## src/hw/rtl/rwaf_ram.sv

```systemverilog
// ----------------------------------------------------------------------------
// rwaf_ram
// One write port, one registered read port; entries read as zero until written.
// ----------------------------------------------------------------------------
module rwaf_ram #(
  parameter int DEPTH = 64,
  parameter int WIDTH = 16
) (
  input  logic                     clk,
  input  logic                     rst,
  input  logic                     we,
  input  logic [$clog2(DEPTH)-1:0] waddr,
  input  logic [WIDTH-1:0]         wdata,
  input  logic [$clog2(DEPTH)-1:0] raddr,
  output logic [WIDTH-1:0]         rdata
);

  logic [WIDTH-1:0] mem [DEPTH];
  logic [DEPTH-1:0] written;
  logic [WIDTH-1:0] rd_q;
  logic             rd_vld;

  // mark written entries, cleared at reset
  always_ff @(posedge clk) begin
    if (rst) begin
      written <= '0;
      rd_vld  <= 1'b0;
    end else begin
      if (we) begin
        written[waddr] <= 1'b1;
      end
      rd_vld <= written[raddr];
    end
  end

  // storage array and registered read
  always_ff @(posedge clk) begin
    if (we) begin
      mem[waddr] <= wdata;
    end
    rd_q <= mem[raddr];
  end

  assign rdata = rd_vld ? rd_q : '0;

endmodule

```

## config.mk

```make
export PLATFORM = sky130hd
export DESIGN_NAME = rwaf_ram
export DESIGN_NICKNAME = d
export VERILOG_FILES = /design/src/hw/rtl/rwaf_ram.sv
export SDC_FILE = /design/constraint.sdc
export NUM_CORES = 1
export LEC_CHECK = 0
export BUFFER_PORTS_ARGS = -buffer_cell sky130_fd_sc_hd__buf_2
export CORE_MARGIN = 2
export CORE_UTILIZATION = 59
export CTS_CLUSTER_DIAMETER = 60
export DETAILED_ROUTE_END_ITERATION = 6
export PLACE_DENSITY = 0.86
export REMOVE_ABC_BUFFERS = 1
export SLEW_MARGIN = 15
export SYNTH_ARGS = -nofsm -noshare
export SYNTH_HDL_FRONTEND = slang
export SYNTH_SLANG_ARGS = --single-unit
```

## constraint.sdc

```tcl
create_clock -name clk -period 2.45 [get_ports clk]
set_input_delay 0.1225 -clock clk [delete_from_list [all_inputs] [get_ports clk]]
set_output_delay 0.1225 -clock clk [all_outputs]
set_load 0.01 [all_outputs]
```

=== Word level (Yosys, flattened, before mapping) ===
Memory sizes are Yosys's and may differ from the RTL's. A register that Yosys moved wholly into a read port is not among the register bits.
Index checks and enable logic that the tools add are counted.

* Magnitude comparators: 3
* Reduce and logical (&&, ||, !) cells: 1
* Multiplexer cells: 7
* Bitwise operators: 1

{| class="wikitable"
|+ Operators with widths
! operator !! number
|-
| 64-bit bitwise OR || 1
|-
| 16-bit 2-to-1 mux || 1
|-
| 6-bit by 7-bit < comparator with 1-bit output, second input constant || 2
|-
| 1-bit binary-select mux with 6-bit select || 1
|-
| 1-bit demux with 6-bit select || 1
|-
| 6-bit by 1-bit greater-or-equal comparator with 1-bit output, second input constant || 1
|-
| 1-bit 2-to-1 mux || 4
|-
| 1-bit logical AND || 1
|}

* Bits of input ports: 31
* Flip-flop bits (word level): 65
* Output and inout port bits: 16
* Bits in writable memories: 1,024
* Memories kept: 1
* Word-level logic and storage cells: 15

{| class="wikitable"
|+ Memories
! name !! words !! width !! rd ports !! clocked after memory_dff !! wr ports !! RTL line !! RTL
|-
| mem || 64 || 16 || 1 || 1 || 1 || 18 || <nowiki>logic [WIDTH-1:0] mem [DEPTH];</nowiki>
|}

=== Depth between registers and ports, before layout ===
* Word-level depth: 5
* Mapped depth: 10
* Depth with buffers taken out: 5

=== Worst setup path after synthesis ===
OpenSTA, ideal clock, no wires.

* Kind: input to register
* From: input port we
* To: memory mem[48][0] (enable)
* Data required time: 2.038 ns
* Arrival time: 1.807 ns
* Setup time: 0.412 ns
* Cell stages on the path: 3
* Setup slack: 0.231 ns
* Buffers on the path: 0
* Cells stage by stage: nor2b_1 -> nand3_1 -> nor3_1

* Longest elaborated chain between the ends: 2

{| class="wikitable"
|+ RTL lines
! item !! RTL line !! RTL
|-
| start: declaration || 11 || <nowiki>input logic we,</nowiki>
|-
| 1-bit 2-to-1 mux || 38 || <nowiki>if (we) begin</nowiki>
|-
| 1-bit 2-to-1 mux (implied by the code) || 39 || <nowiki>mem[waddr] <= wdata;</nowiki>
|-
| end: declaration || 18 ||
|}

Every way passes these cells.

==> reports/qor.txt <==
Status - finished, violations left
Failing checks - design-rule violations
Layout Skew - 0.04981 ns
Slew headroom - 0.2043
Clk_lat worst skew - 0.70 ns
Drt first pass iters - 7
Mux contribution to synthesized area - 0.1554
Class of the worst hold path - in2reg
Share of the synthesized area in the top cell type - 0.7311
Crit path time final - 2.301 ns
Post-Synth Adder-Cell Area - 0
Clk pin slew, worst setup/hold paths - 0.07 ns
Post-synth top area cell - edfxtp_1
Synth Area in XOR/XNOR - 0
Synth Warn # - 0
Final instance area - 48130 µm²
Worst-Margin Slew - 1.189 ns
Max Slew Vio Count - 0
DP Wirelength - 65.78 mm
Die area - 73440 µm²
CTS Buf Count - 105
Worst EP required - 3.03 ns
Root buf cell - clkbuf_16
Vias - 22.97k
Initial drt markers - 3916
Critical path arrival - 2.88 ns
Register area share after synthesis - 0.7696
Main combinational cell family by area after synthesis - multiplexers
Setup crit start kind - register
# DRC - 3
# fillers - 3888
Post-layout util - 0.6849
Yosys cell types - 42
Setup violations, final - 0
CP Class - reg2reg
Final Hold Vio Count - 0
H-tree depth - 3
Achievable Freq - 0.4346 GHz
Largest net degree at the start of global routing - 65
RePlAce Congestion - 0.9761
FF+latch count, synth - 1105
RSZ-0062 raised after global routing - false
Main flop type after synthesis - edfxtp_1
Leak Pwr - 15.64 nW
I/O pin count - 47
Final setup TNS - 0 ns
Number of global-route vias before repair - 23.35k
Die Wd - 271 µm
Period utilization - 0.9393
# clock sinks - 1105
Max-cap violations - 0
Initial antenna violation count - 7
Crit Path Max Fanout - 1
DR WL/cell - 35.28 µm
Worst hold margin - 0.04065 ns
Post-Synth Simple-Gate Area - 0.03180
Area after DPL - 44540 µm²
First-pass GRT wire length - 164.9 mm
Maximum VDD drop - 0.6731 mV
Routed vias/inst - 7.077
Synth Area in Compound Gates - 0.02811
Grt total ovfl - 0
Row cnt - 97
CTS tree - done
Syn Inst Count - 1986
Placeable Area - 70270 µm²
Number of synthesized flops with an enable pin - 1024
Area grow syn2layout - 14.43%
Starting Density - 0.5985
# port buffers - 46
Mean post-synth cell area - 21.18 µm²
Netlist Area Pre-Place - 42060 µm²
Fin nets - 2243
Die Ht - 271 µm
GRT Util Overall - 0.3176
Power, Total - 39.34 mW
Resize count post-CTS - 0
Remaining antenna violation count - 0
Dominant cells by area after synthesis - edfxtp_1, mux4_2, dfxtp_1
Asr flop ratio synth - 0
Final wirelength - 114.5 mm
Pwr Density - 817.5 nW/µm²
CTS Buffer Depth - 3
Critical Path End Type - register
Share of cells above drive strength 1 - 0.2960
-- metrics by stage --
step	std cells	worst slack (ns)
floorplan	1876	0.2311
global placement	3038	-0.05255
detailed placement	3038	-0.1210
CTS	3244	0.2229
global route	3244	0.1607
finish	3246	0.1488
-- report_power, final --
part / internal (mW) / total (mW) / switching [mW]
Combinational: 0.797 / 2.14 / 1.34
Clock: 9.26 / 16.4 / 7.10
Sequential: 20.8 / 20.8 / 0.0834
-- cells in the mapped netlist, types with 5 or more instances --
cell type	number
nand2_1	47
nand2b_1	7
buf_1	8
buf_2	22
inv_1	9
nor3_1	12
buf_6	11
edfxtp_1	1024
a211oi_1	17
o221ai_1	8
o21ba_2	12
nand3b_1	5
nor2_1	175
o22ai_1	29
o31ai_1	8
clkbuf_1	53
and2_1	21
mux2i_1	24
mux4_2	278
a221o_1	12
buf_4	13
a22oi_1	44
dfxtp_1	81
nand3_1	11
nor2b_1	15
-- cell families (layout without fill, tap and decap cells) --
kind of cell | after synthesis | after routing
flops | 1105 | 1105
other cells | 0 | 2
buf+inv | 119 | 437
mux | 305 | 305
compound gates | 152 | 152
simple gates | 305 | 305
-- cells in the final DEF (no fill, tap or decap), types with 19 or more instances in the layout --
cell	instances
a22oi_1	44
and2_1	21
buf_12	25
buf_2	43
buf_4	151
clkbuf_1	31
clkbuf_16	105
clkinv_2	19
dfxtp_1	81
edfxtp_1	1024
mux2i_1	24
mux4_2	278
nand2_1	47
nor2_1	175
o22ai_1	29
-- worst paths after layout --
kind,from,cells after the start,endpoint,slack (ns)
hold / removal,waddr[2],2,mem[50][2]$_DFFE_PP_,0.04
hold reg to reg,written[44]$_SDFFE_PP0P_,2,written[44]$_SDFFE_PP0P_,0.47
setup reg to reg,mem[49][6]$_DFFE_PP_,6,rd_q[6]$_DFF_P_,0.15
setup / recovery,mem[49][6]$_DFFE_PP_,6,rd_q[6]$_DFF_P_,0.15
-- metal layers --
layer | vias to the layer above | wire length, µm | global-route usage | part of all wire
met3 | 559 | 15080 | 0.09470 | 0.13
met5 | - | 183 | 0 | 0.0016
li1 | 8677 | - | - | -
met2 | 2161 | 54370 | 0.5000 | 0.47
met4 | 14 | 8071 | 0.1797 | 0.070
met1 | 11561 | 36830 | 0.3979 | 0.32
-- critical path, cell delays in order (launching register included) --
cell and delay (ns):
edfxtp_1 0.39, mux4_2 0.50, mux4_2 0.53, nor2_1 0.22, buf_4 0.15, a211oi_1 0.08, a221o_1 0.34
-- state kept, by name, summed over array words and instances (netlist names) --
signal and count:
mem 1024, rd_q 16, rd_vld 1, written 64
-- what timing repair did --
| action | CTS | global route |
|---|---|---|
| endpoints found under the setup margin | 0 | 0 |
| hold endpoints to repair | 98 | 0 |
| hold buffers | 7 | 0 |
| setup buffers | 0 | 0 |
-- area by class of cell --
type	count	area, µm²	area share
Clock inverter	49	574.3	0.01193
Antenna cell	2	5.005	0.0001040
Timing Repair Buffer	229	1957	0.04066
Sequential cell	1105	32370	0.6726
Tap cell	940	1176	0.02444
Inverter	9	33.78	0.0007019
Multi-Input combinational cell	762	9075	0.1886
Clock buffer	150	2937	0.06101
Note: power is estimated with default switching activity, not from simulation.
