$ cat src/hw/rtl/rwaf_pkg.sv
// ----------------------------------------------------------------------------
// rwaf_pkg
// Shared sizes and helpers of the ring weighted average filter.
// ----------------------------------------------------------------------------
package rwaf_pkg;

  // item field widths
  localparam int SMP_FIELD_W = 16;
  localparam int WADDR_W     = 6;
  localparam int WVAL_W      = 16;
  localparam int FILT_W      = 16;
  localparam int TERMS_W     = 7;

  // ring geometry
  localparam int RING_DEPTH = 64;
  localparam int ADDR_W     = $clog2(RING_DEPTH);
  localparam int CNT_W      = $clog2(RING_DEPTH + 1);
  localparam int SAMPLE_W   = 16;
  localparam int WEIGHT_W   = 16;

  // datapath widths
  localparam int PROD_W = WEIGHT_W + SAMPLE_W + 1;
  localparam int ACC_W  = PROD_W + CNT_W;
  localparam int WSUM_W = WEIGHT_W + CNT_W;
  localparam int QUO_W  = SAMPLE_W + 1;
  localparam int DCNT_W = $clog2(QUO_W);

  localparam int TERMS_MAX = (1 << TERMS_W) - 1;

  // clamp a term count to the width of the terms_used field
  function automatic logic [TERMS_W-1:0] sat_terms(input logic [CNT_W-1:0] t);
    logic [31:0] wide;
    wide = 32'(t);
    return (wide > 32'(TERMS_MAX)) ? TERMS_W'(TERMS_MAX) : wide[TERMS_W-1:0];
  endfunction

endpackage

$ cat src/hw/rtl/rwaf_div.sv
// ----------------------------------------------------------------------------
// rwaf_div
// Serial restoring divider: signed sum over positive weight sum, one bit a cycle.
// ----------------------------------------------------------------------------
module rwaf_div import rwaf_pkg::*; (
  input  logic                       clk,
  input  logic                       rst,
  input  logic                       start,
  input  logic signed [ACC_W-1:0]    dividend,
  input  logic [WSUM_W-1:0]          divisor,
  output logic                       done,
  output logic signed [SAMPLE_W-1:0] quotient
);

  logic              busy;
  logic [DCNT_W-1:0] cnt;
  logic              neg;
  logic [WSUM_W-1:0] rem;
  logic [QUO_W-1:0]  work;
  logic [WSUM_W-1:0] dsr;
  logic [ACC_W-1:0]  mag_in;
  logic [WSUM_W:0]   trial;
  logic [WSUM_W:0]   diff;
  logic              fits;
  logic [QUO_W-1:0]  q_signed;

  // magnitude of the dividend; quotient sign restored at the end
  assign mag_in = dividend[ACC_W-1] ? ACC_W'(-dividend) : ACC_W'(dividend);

  // one quotient bit per step
  assign trial = {rem, work[QUO_W-1]};
  assign diff  = trial - {1'b0, dsr};
  assign fits  = (trial >= {1'b0, dsr});

  // step counter
  always_ff @(posedge clk) begin
    if (rst) begin
      busy <= 1'b0;
      done <= 1'b0;
      cnt  <= '0;
    end else begin
      done <= 1'b0;
      if (start) begin
        busy <= 1'b1;
        cnt  <= '0;
      end else if (busy) begin
        cnt <= cnt + 1'b1;
        if (cnt == DCNT_W'(QUO_W - 1)) begin
          busy <= 1'b0;
          done <= 1'b1;
        end
      end
    end
  end

  // partial remainder and quotient shift register
  always_ff @(posedge clk) begin
    if (start) begin
      neg  <= dividend[ACC_W-1];
      rem  <= WSUM_W'(mag_in >> QUO_W);
      work <= mag_in[QUO_W-1:0];
      dsr  <= divisor;
    end else if (busy) begin
      rem  <= fits ? diff[WSUM_W-1:0] : trial[WSUM_W-1:0];
      work <= {work[QUO_W-2:0], fits};
    end
  end

  assign q_signed = neg ? QUO_W'(-work) : work;
  assign quotient = q_signed[SAMPLE_W-1:0];

endmodule

$ cat config.mk
export PLATFORM = sky130hd
export DESIGN_NAME = rwaf_div
export DESIGN_NICKNAME = d
export VERILOG_FILES = /design/src/hw/rtl/rwaf_pkg.sv /design/src/hw/rtl/rwaf_div.sv
export SDC_FILE = /design/constraint.sdc
export NUM_CORES = 1
export LEC_CHECK = 0
export BUFFER_PORTS_ARGS = -buffer_cell sky130_fd_sc_hd__clkbuf_2
export CORE_AREA = 10 10 120 122
export CTS_BUF_LIST = sky130_fd_sc_hd__clkbuf_2 sky130_fd_sc_hd__clkbuf_4 sky130_fd_sc_hd__clkbuf_8
export DETAILED_ROUTE_END_ITERATION = 7
export DIE_AREA = 0 0 130 132
export MAX_ROUTING_LAYER = met4
export PLACE_DENSITY = 0.65
export RECOVER_POWER = 50
export SETUP_SLACK_MARGIN = 0.4
export SYNTH_ARGS = -nofsm -noshare
export SYNTH_HDL_FRONTEND = slang
export SYNTH_SLANG_ARGS = --single-unit
$ cat constraint.sdc
create_clock -name clk -period 3.1 [get_ports clk]
set_input_delay 0.62 -clock clk [delete_from_list [all_inputs] [get_ports clk]]
set_output_delay 0.62 -clock clk [all_outputs]
set_load 0.005 [all_outputs]
# Word level (Yosys, flattened, before mapping)
# Index checks and enable logic that the tools add are counted.
# op_classes
add_sub_neg	4
eq_ne	1
bitwise	1
order_cmp	1
muxes	11
n_reduce_logical	3
# ops
op	n
two-way mux 23 bit	3
two-way mux 40 bit	1
negation 40 bit	1
two-way mux 17 bit	2
>= comparator 24 x 23 -> 1 bit	1
subtractor 23 bit	1
two-way mux 16 bit	1
negation 16 bit	1
adder 5 x 1 -> 5 bit (second input constant)	1
== test 5 bit (second input constant)	1
two-way mux 1 bit	4
OR reduction 3 bit	1
nonzero test 2 bit	1
OR reduction 2 bit	1
inverter 1 bit	1
# word_totals
inputBits	66
wordCells	28
reg_bits	71

# Longest topological paths before layout
# depth
depth_word	4
depth_mapped	13

# Worst setup path before layout
# Ideal clock, no wire load.
# synth_timing
path_kind	input port to flip-flop
startpoint	in dividend[0]
endpoint	reg rem[12] (data pin)
required_ns	2.835
path_stages	8
setup_time_ns	0.265
t_arrival_ns	2.949
setup_slack_ns	-0.113
cell_sequence	or4_4 -> or3_4 -> or4_4 -> or4_4 -> buf_6 -> o41ai_2 -> xor2_1 -> a22oi_1
# synth_between
elab_chain_cells	3
# synth_rtl
item	line_no	rtl
from (decl)	rwaf_div.sv:9	input logic signed [ACC_W-1:0] dividend,
negation 40 bit	rwaf_div.sv:28	assign mag_in = dividend[ACC_W-1] ? ACC_W'(-dividend) : ACC_W'(dividend);
two-way mux 40 bit	rwaf_div.sv:28	
two-way mux 23 bit	rwaf_div.sv:58	if (start) begin
to (signal assigned)	rwaf_div.sv:60	rem <= WSUM_W'(mag_in >> QUO_W);
to (signal assigned)	rwaf_div.sv:64	rem <= fits ? diff[WSUM_W-1:0] : trial[WSUM_W-1:0];
to (decl)	rwaf_div.sv:18	logic [WSUM_W-1:0] rem;
# No other way between the ends.
# A chain may end at the register's enable or synchronous reset.

# Worst setup path in the final report
# layout_timing
startpoint	reg work[1]
endpoint	out quotient[13]
# layout_between
elab_chain_cells	2
# layout_rtl
item	line_no	rtl
from (decl)	rwaf_div.sv:19	logic [QUO_W-1:0] work;
from (signal assigned)	rwaf_div.sv:61	work <= mag_in[QUO_W-1:0];
from (signal assigned)	rwaf_div.sv:65	work <= {work[QUO_W-2:0], fits};
negation 16 bit	rwaf_div.sv:69	assign q_signed = neg ? QUO_W'(-work) : work;
two-way mux 16 bit	rwaf_div.sv:69	
to (decl)	rwaf_div.sv:12	output logic signed [SAMPLE_W-1:0] quotient
# No other way between the ends.

==> results.toml <==
[outcome]
status = "finished, violations left"
violations = "capacitance limit, slew limit, setup timing"

[timing]
worst-slew-pin-transition_ps = 2380
max_slew_margin_pct = -58.8
rsz0062_at_grt = "yes"
min_period_ps = 3270
drv_slew = 163
setup_viol = 4
setup_ws_ps = -166
hold_viol_final = 0
fin_skew_ps = 14.5
period_share_pct = 105
fmax_mhz = 306
hold_ws_ps = 408

[clock_network]
clockRootBuffer = "clkbuf_8"
cts_tree = "yes"
cts_htree_levels = 3
ctsLongestPathBuffers = 2
clock-sinks = 71
cts_buffers = 9
clock_latency_ps = 380
path_clk_slew_ps = 90

[cells_and_area]
final_cells = 838
multiInputGateArea_sq_um = 3500
seq_area_sq_um = 2060
diodes = 0
area_growth_pct = 34.1
drive_gt1_share_pct = 35.0
nNetsFinal = 780
fillers = 1028

[die]
die_area_sq_um = 17200
io_pins = 83
core_region_area_sq_um = 11900
initial_utilization_pct = 44.2
dieWidth_microns = 130
rows = 40
chipHeight_microns = 132

[global_routing]
grt_pass1_vias = 4724
overflow = 0
grt_pass1_wl_microns = 23300
grt_max_degree = 110
antenna_found_initial = 0
grt_usage_pct = 17.3

[worst_setup_path]
critPathRequiredTime_ps = 2480
cp-end-kind = "output port"
critical_path_class = "flip-flop to output port"
crit_path_start_kind = "flip-flop"
worstPathMaxFanout = 3
cp.arrival_ps = 2650

[logic_synthesis]
syn_inst = 553
yosysSeqAreaShare_pct = 39.1
synth_common_cells = "edfxtp_1 (64), nor2_1 (45), a21oi_1 (42)"
syn_area_per_cell_sq_um = 9.53
synthArstFlopShare_pct = 0
synth-seq-cells = 71
yosys-top-cells-area = "edfxtp_1 (36%), ha_1 (6.4%), xor2_1 (5.8%)"
yosysWarnings = 0
synth_top_cell_by_area = "edfxtp_1"
synth_nets = 647
synthesis.area_sq_um = 5270
ys.flop_type = "edfxtp_1"
synth_top_area_share_pct = 36.5
synth_edf_count = 64
synth_most_common_cell = "edfxtp_1"
ys_types = 58

[route]
vias = 4762
detail_route.iter0.violations = 295
avgViaCountPerCell = 5.68
wl_per_cell_microns = 17.9
first_pass_iters = 5
drc = 0
wl_microns = 15000
ant_nets = 0

[place]
dp_hpwl_microns = 10600
io_buffers = 82
dp.cells = 796
gp_congestion = 0.904

[hold_path]
worst_hold_path_type = "input port to flip-flop"

[flow_run]
drv_cap = 3

[power]
p_per_area_nw_per_um2 = 608
p_total_mw = 4.30
peakVddDrop_uv = 288
p_leak_nw = 2.92
-- critical path, cell delays in order (launching register included) --
cell and delay (ps):
edfxtp_1 400, or3_4 400, or3b_4 390, or4_4 480
o41ai_4 320, xnor2_1 150, clkbuf_2 130
-- per-stage QoR --
stage | setup TNS (ps) | worst slack [ps] | util, % | instance area [sq um]
global route | -974 | -241 | 59.3 | 7070
detailed placement | -1990 | -240 | 52.3 | 6230
finish | -392 | -166 | 59.3 | 7070
CTS | -356 | -165 | 56.4 | 6720
global placement | -1620 | -221 | 52.3 | 6230
floorplan | -392 | -113 | - | 5440
-- kinds of logic after synthesis --
logic type      after synthesis  share of synthesized area [%]
xor+xnor                     69                           11.5
buf+inv                      61                           4.58
flops                        71                           39.1
fa+ha+maj                    28                           6.79
compound gates              149                           19.0
simple gates                156                           15.4
mux                          19                           3.61
-- where the power goes --
| part | leakage, nW | switching [mW] | internal (mW) |
|---|---|---|---|
| sequential | 0.688 | 0.144 | 1.25 |
| clock | 0.113 | 0.384 | 0.448 |
| combinational | 2.12 | 1.08 | 1.00 |
| total | 2.92 | 1.60 | 2.70 |
-- path summary, 6_finish.rpt --
kind,from,slack (ps),depth (start not counted),to
hold / removal,divisor[9],410,1,dsr[9]
hold reg to reg,cnt[4],510,2,done
setup / recovery,work[1],-170,6,quotient[13]
setup reg to reg,dsr[0],230,11,rem[18]
-- metal layers --
layer,track usage (%),up-vias,share of wire [%]
met1,20.6,2290,43
met3,4.18,22,5.5
met4,5.06,0,1.7
met2,28.1,147,50
met5,-,-,0
li1,-,2303,-
-- layout make-up --
class / count / area share [%]
clock buffer: 9 / 1.75
clock inverter: 7 / 1.22
inverter: 37 / 2.00
multi-input combinational: 421 / 49.5
sequential: 71 / 29.2
tap: 147 / 2.60
timing repair buffer: 146 / 13.8
-- flip-flops by register name, indices dropped and copies added (netlist names) --
signal and flops:
dsr 23, done 1, work 17, cnt 5
rem 23, busy 1, neg 1
-- repair_timing --
| action | 4_1_cts | 5_1_grt |
|---|---|---|
| setup endpoints to repair | 27 | 33 |
| cloned | 1 | 1 |
| pin swaps | 20 | 27 |
| setup buffers | 12 | 12 |
| resized for setup | 41 | 50 |
| hold buffers | 0 | 0 |
-- layout by cell type (no fill, tap or decap), drive strengths merged, types with 2 or more instances in the layout --
cell	Yosys	layout
a31oi	4	4
o21ai	37	37
xor2	35	35
o21bai	2	2
clkinv	0	4
mux2i	19	19
nor4b	5	5
a211o	2	2
nor3	11	11
o31ai	19	19
bufinv	0	2
a21oi	42	42
nand4	8	8
or3b	2	2
ha	27	27
nor3b	4	4
xnor2	34	34
o31a	3	3
buf	9	68
inv	37	38
a21o	10	10
nand3b	2	2
a22oi	4	4
nand2	37	37
nor2	45	45
nand3	5	5
clkbuf	15	87
o41ai	10	10
or3	5	5
or4	12	12
edfxtp	64	64
dfxtp	7	7
nor2b	4	4
a31o	2	2
a41oi	2	2
or2	6	6
o21a	3	3
nand2b	6	6
(Power assumes the default switching activity.)
